[src/hdl/u8u16_pkg.sv]
// Types and constants shared by the UTF-8 to UTF-16 decoder modules.
// No dependencies.
`default_nettype none

package u8u16_pkg;

	localparam logic [1:0] ST_OK       = 2'd0;
	localparam logic [1:0] ST_BAD_UTF8 = 2'd1;
	localparam logic [1:0] ST_CAPACITY = 2'd2;

	localparam logic [15:0] CAP_RESET     = 16'hFFFF;
	localparam logic [15:0] HI_SURR_BASE  = 16'hD800;
	localparam logic [15:0] LO_SURR_BASE  = 16'hDC00;
	localparam logic [20:0] SURR_FIRST    = 21'h00D800;
	localparam logic [20:0] SURR_END      = 21'h00E000;
	localparam logic [20:0] SUPP_BASE     = 21'h010000;
	localparam logic [20:0] CODE_MAX      = 21'h10FFFF;

	typedef struct packed {
		logic [15:0] word;
		logic [9:0]  lo;
		logic        pair;
		logic        last;
		logic [1:0]  status;
		logic [15:0] count;
	} entry_t;

endpackage

`default_nettype wire

[src/hdl/u8u16_front.sv]
// Front end: accepts bytes, tracks string state and classifies each byte into a queue entry.
// Depends on u8u16_pkg.
`default_nettype none

module u8u16_front (
	input  wire logic              clk,
	input  wire logic              arst_n,
	input  wire logic              in_valid,
	input  wire logic [7:0]        in_byte,
	input  wire logic              full,
	input  wire logic              cfg_we,
	input  wire logic [15:0]       cfg_data,
	output logic                   push,
	output u8u16_pkg::entry_t      push_entry
);
	import u8u16_pkg::*;

	logic [20:0] acc_q, acc_n, acc_sh, ch_off;
	logic [1:0]  pend_q, pend_n;
	logic [15:0] ww_q, ww_n;
	logic        disc_q, disc_n;
	logic [15:0] cap_q;
	logic [16:0] ww_p1;
	logic        accept, emit, fail, clr;
	logic [1:0]  fstat;
	entry_t      ent;

	assign accept = in_valid && !full;
	assign acc_sh = {acc_q[14:0], in_byte[5:0]};
	assign ch_off = acc_sh - SUPP_BASE;
	assign ww_p1  = {1'b0, ww_q} + 17'd1;

	always_comb begin
		acc_n  = acc_q;
		pend_n = pend_q;
		ww_n   = ww_q;
		disc_n = disc_q;
		emit   = 1'b0;
		fail   = 1'b0;
		clr    = 1'b0;
		fstat  = ST_OK;
		ent    = '0;
		if (disc_q) begin
			if (in_byte == 8'h00) begin
				disc_n = 1'b0;
				clr    = 1'b1;
			end
		end else if (pend_q != 2'd0) begin
			if (in_byte[7:6] != 2'b10) begin
				fail  = 1'b1;
				fstat = ST_BAD_UTF8;
			end else begin
				acc_n  = acc_sh;
				pend_n = pend_q - 2'd1;
				if (pend_q == 2'd1) begin
					acc_n = '0;
					if (acc_sh >= SURR_FIRST && acc_sh < SURR_END) begin
						fail  = 1'b1;
						fstat = ST_BAD_UTF8;
					end else if (acc_sh == '0 || acc_sh > CODE_MAX) begin
						fail  = 1'b1;
						fstat = ST_BAD_UTF8;
					end else if (ww_q >= cap_q) begin
						fail  = 1'b1;
						fstat = ST_CAPACITY;
					end else if (acc_sh < SUPP_BASE) begin
						emit     = 1'b1;
						ent.word = acc_sh[15:0];
						ww_n     = ww_q + 16'd1;
					end else if (ww_p1 >= {1'b0, cap_q}) begin
						fail  = 1'b1;
						fstat = ST_CAPACITY;
					end else begin
						emit     = 1'b1;
						ent.pair = 1'b1;
						ent.word = HI_SURR_BASE + {6'd0, ch_off[19:10]};
						ent.lo   = ch_off[9:0];
						ww_n     = ww_q + 16'd2;
					end
				end
			end
		end else if (in_byte == 8'h00) begin
			if (ww_q >= cap_q) begin
				fail  = 1'b1;
				fstat = ST_CAPACITY;
			end else begin
				emit      = 1'b1;
				ent.last  = 1'b1;
				ent.count = ww_q;
				clr       = 1'b1;
			end
		end else if (in_byte inside {[8'hF0:8'hF7]}) begin
			acc_n  = {18'd0, in_byte[2:0]};
			pend_n = 2'd3;
		end else if (in_byte inside {[8'hE0:8'hEF]}) begin
			acc_n  = {17'd0, in_byte[3:0]};
			pend_n = 2'd2;
		end else if (in_byte inside {[8'hC0:8'hDF]}) begin
			acc_n  = {16'd0, in_byte[4:0]};
			pend_n = 2'd1;
		end else if (in_byte[7]) begin
			fail  = 1'b1;
			fstat = ST_BAD_UTF8;
		end else if (ww_q >= cap_q) begin
			fail  = 1'b1;
			fstat = ST_CAPACITY;
		end else begin
			emit     = 1'b1;
			ent.word = {8'd0, in_byte};
			ww_n     = ww_q + 16'd1;
		end
		if (fail) begin
			emit       = 1'b1;
			ent        = '0;
			ent.last   = 1'b1;
			ent.status = fstat;
			clr        = 1'b1;
			disc_n     = (in_byte != 8'h00);
		end
		if (clr) begin
			acc_n  = '0;
			pend_n = '0;
			ww_n   = '0;
		end
	end

	assign push       = accept && emit;
	assign push_entry = ent;

	always_ff @(posedge clk or negedge arst_n) begin
		if (!arst_n) begin
			acc_q  <= '0;
			pend_q <= '0;
			ww_q   <= '0;
			disc_q <= 1'b0;
			cap_q  <= CAP_RESET;
		end else begin
			if (accept) begin
				acc_q  <= acc_n;
				pend_q <= pend_n;
				ww_q   <= ww_n;
				disc_q <= disc_n;
			end
			if (cfg_we) begin
				cap_q <= cfg_data;
			end
		end
	end

endmodule

`default_nettype wire

[src/hdl/u8u16_queue.sv]
// Short register queue between the front and back ends.
// Depends on u8u16_pkg.
`default_nettype none

module u8u16_queue #(
	parameter int DEPTH = 4
) (
	input  wire logic              clk,
	input  wire logic              arst_n,
	input  wire logic              push,
	input  wire u8u16_pkg::entry_t push_entry,
	input  wire logic              pop,
	output u8u16_pkg::entry_t      head,
	output logic                   empty,
	output logic                   full
);
	import u8u16_pkg::*;

	localparam int PW = (DEPTH > 1) ? $clog2(DEPTH) : 1;
	localparam int CW = $clog2(DEPTH + 1);

	entry_t          slot_q [DEPTH];
	logic [PW-1:0]   wr_q, rd_q;
	logic [CW-1:0]   cnt_q;
	logic            do_push, do_pop;

	assign empty   = (cnt_q == '0);
	assign full    = (cnt_q == CW'(DEPTH));
	assign head    = slot_q[rd_q];
	assign do_push = push && !full;
	assign do_pop  = pop && !empty;

	always_ff @(posedge clk) begin
		if (do_push) begin
			slot_q[wr_q] <= push_entry;
		end
	end

	always_ff @(posedge clk or negedge arst_n) begin
		if (!arst_n) begin
			wr_q  <= '0;
			rd_q  <= '0;
			cnt_q <= '0;
		end else begin
			if (do_push) begin
				wr_q <= (wr_q == PW'(DEPTH - 1)) ? '0 : wr_q + PW'(1);
			end
			if (do_pop) begin
				rd_q <= (rd_q == PW'(DEPTH - 1)) ? '0 : rd_q + PW'(1);
			end
			if (do_push && !do_pop) begin
				cnt_q <= cnt_q + CW'(1);
			end else if (do_pop && !do_push) begin
				cnt_q <= cnt_q - CW'(1);
			end
		end
	end

endmodule

`default_nettype wire

[src/hdl/u8u16_back.sv]
// Back end: drains queue entries into the output register, splitting surrogate pairs.
// Depends on u8u16_pkg.
`default_nettype none

module u8u16_back (
	input  wire logic              clk,
	input  wire logic              arst_n,
	input  wire u8u16_pkg::entry_t head,
	input  wire logic              empty,
	output logic                   pop,
	input  wire logic              out_stall,
	output logic                   out_valid,
	output logic [15:0]            out_word,
	output logic                   is_last,
	output logic [1:0]             status,
	output logic [15:0]            word_count
);
	import u8u16_pkg::*;

	logic        valid_q, half_q, load;
	logic [15:0] word_q, count_q;
	logic        last_q;
	logic [1:0]  status_q;

	assign load = !valid_q || !out_stall;
	assign pop  = load && !empty && (!head.pair || half_q);

	always_ff @(posedge clk or negedge arst_n) begin
		if (!arst_n) begin
			valid_q <= 1'b0;
			half_q  <= 1'b0;
		end else if (load) begin
			valid_q <= !empty;
			if (!empty && head.pair) begin
				half_q <= !half_q;
			end
		end
	end

	always_ff @(posedge clk) begin
		if (load && !empty) begin
			word_q   <= (head.pair && half_q) ? (LO_SURR_BASE | {6'd0, head.lo}) : head.word;
			last_q   <= head.last;
			status_q <= head.status;
			count_q  <= head.count;
		end
	end

	assign out_valid  = valid_q;
	assign out_word   = word_q;
	assign is_last    = last_q;
	assign status     = status_q;
	assign word_count = count_q;

endmodule

`default_nettype wire

[src/hdl/utf8_to_utf16_stream_decoder.sv]
// Top level of the UTF-8 to UTF-16 stream decoder: front end, entry queue, back end.
// Depends on u8u16_pkg, u8u16_front, u8u16_queue, u8u16_back.
//
//   port group   dir  handshake            payload
//   in           in   in_valid/in_stall    in_byte
//   out          out  out_valid/out_stall  out_word, is_last, status, word_count
//   cfg          in   cfg_we               cfg_data (capacity_words)
//
// One byte is taken per cycle while the queue has room; each byte is decoded in that cycle.
// A surrogate pair occupies the output register for its high and low halves in turn, so the queue fills
// only when pairs or output stalls outpace input; QUEUE_DEPTH sets the slack.
// Each result passes through a queue slot and then the output register.
// arst_n clears string state, queue and output valid; capacity resets to 65535.
`default_nettype none

module utf8_to_utf16_stream_decoder #(
	parameter int QUEUE_DEPTH = 4
) (
	input  wire logic        clk,
	input  wire logic        arst_n,
	input  wire logic        in_valid,
	output logic             in_stall,
	input  wire logic [7:0]  in_byte,
	output logic             out_valid,
	input  wire logic        out_stall,
	output logic [15:0]      out_word,
	output logic             is_last,
	output logic [1:0]       status,
	output logic [15:0]      word_count,
	input  wire logic        cfg_we,
	input  wire logic [15:0] cfg_data
);
	import u8u16_pkg::*;

	entry_t push_entry, head;
	logic   push, pop, empty, full;

	assign in_stall = full;

	u8u16_front u_front (
		.clk        (clk),
		.arst_n     (arst_n),
		.in_valid   (in_valid),
		.in_byte    (in_byte),
		.full       (full),
		.cfg_we     (cfg_we),
		.cfg_data   (cfg_data),
		.push       (push),
		.push_entry (push_entry)
	);

	u8u16_queue #(
		.DEPTH (QUEUE_DEPTH)
	) u_queue (
		.clk        (clk),
		.arst_n     (arst_n),
		.push       (push),
		.push_entry (push_entry),
		.pop        (pop),
		.head       (head),
		.empty      (empty),
		.full       (full)
	);

	u8u16_back u_back (
		.clk        (clk),
		.arst_n     (arst_n),
		.head       (head),
		.empty      (empty),
		.pop        (pop),
		.out_stall  (out_stall),
		.out_valid  (out_valid),
		.out_word   (out_word),
		.is_last    (is_last),
		.status     (status),
		.word_count (word_count)
	);

endmodule

`default_nettype wire

[config.mk]
export PLATFORM = sky130hd
export DESIGN_NAME = utf8_to_utf16_stream_decoder
export DESIGN_NICKNAME = d
export VERILOG_FILES = /design/src/hdl/u8u16_pkg.sv /design/src/hdl/u8u16_front.sv /design/src/hdl/u8u16_queue.sv /design/src/hdl/u8u16_back.sv /design/src/hdl/utf8_to_utf16_stream_decoder.sv
export SDC_FILE = /design/constraint.sdc
export NUM_CORES = 1
export LEC_CHECK = 0
export CAP_MARGIN = 15
export CORE_MARGIN = 2
export CORE_UTILIZATION = 65
export CTS_BUF_LIST = sky130_fd_sc_hd__clkbuf_16
export CTS_CLUSTER_DIAMETER = 120
export DETAILED_ROUTE_END_ITERATION = 12
export DONT_BUFFER_PORTS = 1
export PLACE_DENSITY = 0.81
export SLEW_MARGIN = 20
export SYNTH_ARGS = -nofsm -noshare
export SYNTH_HDL_FRONTEND = slang
export SYNTH_HIERARCHICAL = 1
export SYNTH_SLANG_ARGS = --single-unit
[constraint.sdc]
create_clock -name clk -period 7.22 [get_ports clk]
set_input_delay 1.083 -clock clk [delete_from_list [all_inputs] [get_ports clk]]
set_output_delay 1.083 -clock clk [all_outputs]
set_load 0.01 [all_outputs]
==> out/metrics.cfg <==
[clock_tree]
clk_pin_slew_ns = 0.06
cts_setup_buffers = 0
post_cts_resized = 0
post_cts_hold_buffer_count = 0
max-clock-path-buffers = 3
cts_tree = yes
clockRootBuffer = clkbuf_16
cts_buffers = 27
clock_latency_ns = 0.55
htreeDepth = 1
clock-sinks = 278

[setup_path]
reg2regPathDepth = 13
critPathLaunchType = register
end_kind = register
path_class = register to register
r2r_start = u_front/ww_q[1]$_DFFE_PN0P_
endpoint = u_queue/slot_q[2][17]$_DFFE_PP_
reg2reg_setup_slack_ns = 2.43
timing.critical_path.from = u_front/ww_q[1]$_DFFE_PN0P_
crit_arrival_ns = 4.96
path_max_fanout = 8
cp_data_required_time_ns = 7.39
r2r-end = u_queue/slot_q[2][17]$_DFFE_PP_

[status]
outcome = completed

[power_and_ir_drop]
p_leak_nw = 4.99
p_per_area_nw_per_um2 = 361
peakVddDrop_v = 0.000225

[sta]
maxSlewHeadroom = 0.193
max_freq_mhz = 209
fin_setup_tns_ns = 0
fin_crit_sh = 0.663
maxSlewViolCount = 0
worst_slew_pin_slew_ns = 1.19
skew_ns = 0.0118
rsz0062_at_grt = false
period_minus_slack_ns = 4.79
setup_slack_ns = 2.43
setup_violations = 0
hold_violations = 0

[route]
routedWlPerCell_um = 24.1
ant_nets = 0
drtPass1Iterations = 6
first_iter_violations = 1104
routed_wl_um = 27700
viasPerCell = 6.63
num_vias = 7622
drc = 0

[synthesis]
ys_seq_area_frac = 0.641
yosysTopAreaCell = edfxtp_1
synth_fp_nets = 937
avgSynthCellArea_sq_um = 14.5
synth_top_flop_cell = edfxtp_1
synth-edff-count = 219
synth_area_leaders = edfxtp_1, dfrtp_1, mux4_2
syn_inst = 866
ys.warnings.count = 6
ys_types = 66
ys_ff_latch = 278
ys_async_sr_fraction = 0.212
synth_top_cell_area_share = 0.523
syn_area_sq_um = 12600

[floorplanning]
die_y_um = 143
rows = 50
die-area_sq_um = 20500
start_util = 0.668
io_pins = 66
core_area_sq_um = 18800
fp.dieW_um = 143

[grt]
grt_pass1_vias = 7547
grt_pass1_wl_um = 43500
grt.total_usage = 0.282
grt_max_degree = 60
grt_overflow = 0
antenna_found_initial = 0

[job]
cap_violations = 0

[finish]
syn_to_final_growth_pct = 8.68
diodes = 0
drive_gt1_frac = 0.161
fill_cells = 1191
design_area_sq_um = 13700
finalNetCount = 940

[placement]
hpwlAfterDp_um = 17800
port_buffers = 0
place_ws_ns = 2.56
placed_cell_area_sq_um = 12800
place.gp.congestion = 0.960

[hold_path]
hp-class = input pin to asynchronous set/reset pin

kinds of logic after synthesis:
| kind of cell | after synthesis | synth area share |
|---|---|---|
| muxes | 69 | 0.104 |
| xor gates and xnor gates | 19 | 0.0132 |
| and+or+nand+nor | 235 | 0.0979 |
| AOI/OAI and AO/OA | 136 | 0.0697 |
| adders and majority gates | 42 | 0.0424 |
| DFF | 278 | 0.641 |
| buffers and inverters | 87 | 0.0311 |
through the flow:
stage	power [W]	util	instances	hold WS [ns]
floorplan	0.00322	-	866	0.493
global placement	0.00351	0.680	1100	0.513
detailed placement	0.00356	0.681	1100	0.538
CTS	0.00494	0.726	1150	0.206
global route	0.00516	0.726	1150	0.201
finish	0.00494	0.726	1150	0.228
cells in the final DEF, fill, tap and decap left out, types with 7 or more instances in the layout:
cell       netlist  layout
a21oi_1         32      31
a22oi_1          7       7
and2_1          19      15
and3_1           9       9
buf_4            2       9
clkbuf_16        0      27
dfrtp_1         43      41
dfstp_2         16      16
edfxtp_1       219     219
ha_1            41      41
inv_1           52      64
mux2_2          13      13
mux4_2          46      46
nand2_1         45      45
nand2b_1        10      10
nand3_1         20      20
nand4_1         24      24
nor2_1          50      50
nor3_1          20      20
o21ai_0         39      39
o22ai_1         15      15
xnor2_1         15      15
layout make-up:
cell class	instances	area (sq um)	share of cell area
flip-flops and latches	278	8080	0.590
clock buffers	27	676	0.0494
well taps	260	325	0.0238
repair buffers	9	67.6	0.00494
clock inverters	23	186	0.0136
multi-input cells	501	4150	0.304
inverters	52	195	0.0143
state kept, by name, summed over array words and instances (netlist names):
| signal | cells |
|---|---|
| u_queue/rd_q | 2 |
| u_back/half_q | 1 |
| u_back/is_last | 1 |
| u_queue/wr_q | 2 |
| u_front/ww_q | 16 |
| u_queue/slot_q | 184 |
| u_front/pend_q | 2 |
| u_queue/cnt_q | 3 |
| u_front/cap_q | 16 |
| u_front/acc_q | 15 |
| u_back/word_count | 16 |
| u_front/disc_q | 1 |
| u_back/out_valid | 1 |
| u_back/status | 2 |
| u_back/out_word | 16 |
worst max-delay path: stages, from the launching register on:
cell       delay (ns)
dfrtp_1          0.49
ha_1             0.29
and3_1           0.21
nand3_1          0.14
or2_1            0.32
nor2b_1          0.19
xnor2_1          0.12
ha_1             0.33
nand4_1          0.14
a2111oi_0        0.40
o21bai_1         0.16
a21oi_1          0.45
nor2_1           0.13
nor4b_1          1.02
synth_stat cells, drive strengths merged, types with 3 or more instances:
cell type  count
or2b           5
a211oi         5
or2            3
and3           9
a21oi         32
xor2           4
dfstp         16
nand2b        10
a22oi          7
and2          20
xnor2         15
nand4         24
a21boi         7
buf           16
nand2         46
o31ai          4
nand3         20
mux2i          4
o21ai         40
nor4           6
mux2          19
nor3b          4
ha            41
clkbuf        19
mux4          46
or3            6
edfxtp       219
nor2b          6
o22ai         15
dfrtp         43
nor2          50
inv           52
a31oi          7
nor3          20
a21o           4
where the power goes:
group / internal [W] / switching (W) / total [W]
logic: 0.000554 / 0.000749 / 0.00130
clock network: 0.000786 / 0.000583 / 0.00137
registers: 0.00200 / 0.000269 / 0.00227
total: 0.00334 / 0.00160 / 0.00494
how the worst min path moves through the flow:
stage / cells past startpoint / end / slack (ns) / start
after floorplan: 1 / u_queue/cnt_q[2]$_DFFE_PN0P_ / 0.49 / u_queue/cnt_q[2]$_DFFE_PN0P_
after global placement: 1 / u_queue/cnt_q[2]$_DFFE_PN0P_ / 0.51 / u_queue/cnt_q[2]$_DFFE_PN0P_
after detailed placement: 2 / u_front/cap_q[7]$_DFFE_PN1P_ / 0.54 / u_front/cap_q[7]$_DFFE_PN1P_
after CTS: 0 / u_front/ww_q[0]$_DFFE_PN0P_ / 0.21 / arst_n
after global routing: 0 / u_front/ww_q[9]$_DFFE_PN0P_ / 0.20 / arst_n
final: 0 / u_front/ww_q[15]$_DFFE_PN0P_ / 0.23 / arst_n
layer usage:
layer	GRT usage	routed length, um
met3	0.0500	2210
met4	0.0813	723
met2	0.437	13200
met1	0.420	11600
met5	0	0
(Power assumes the default switching activity.)
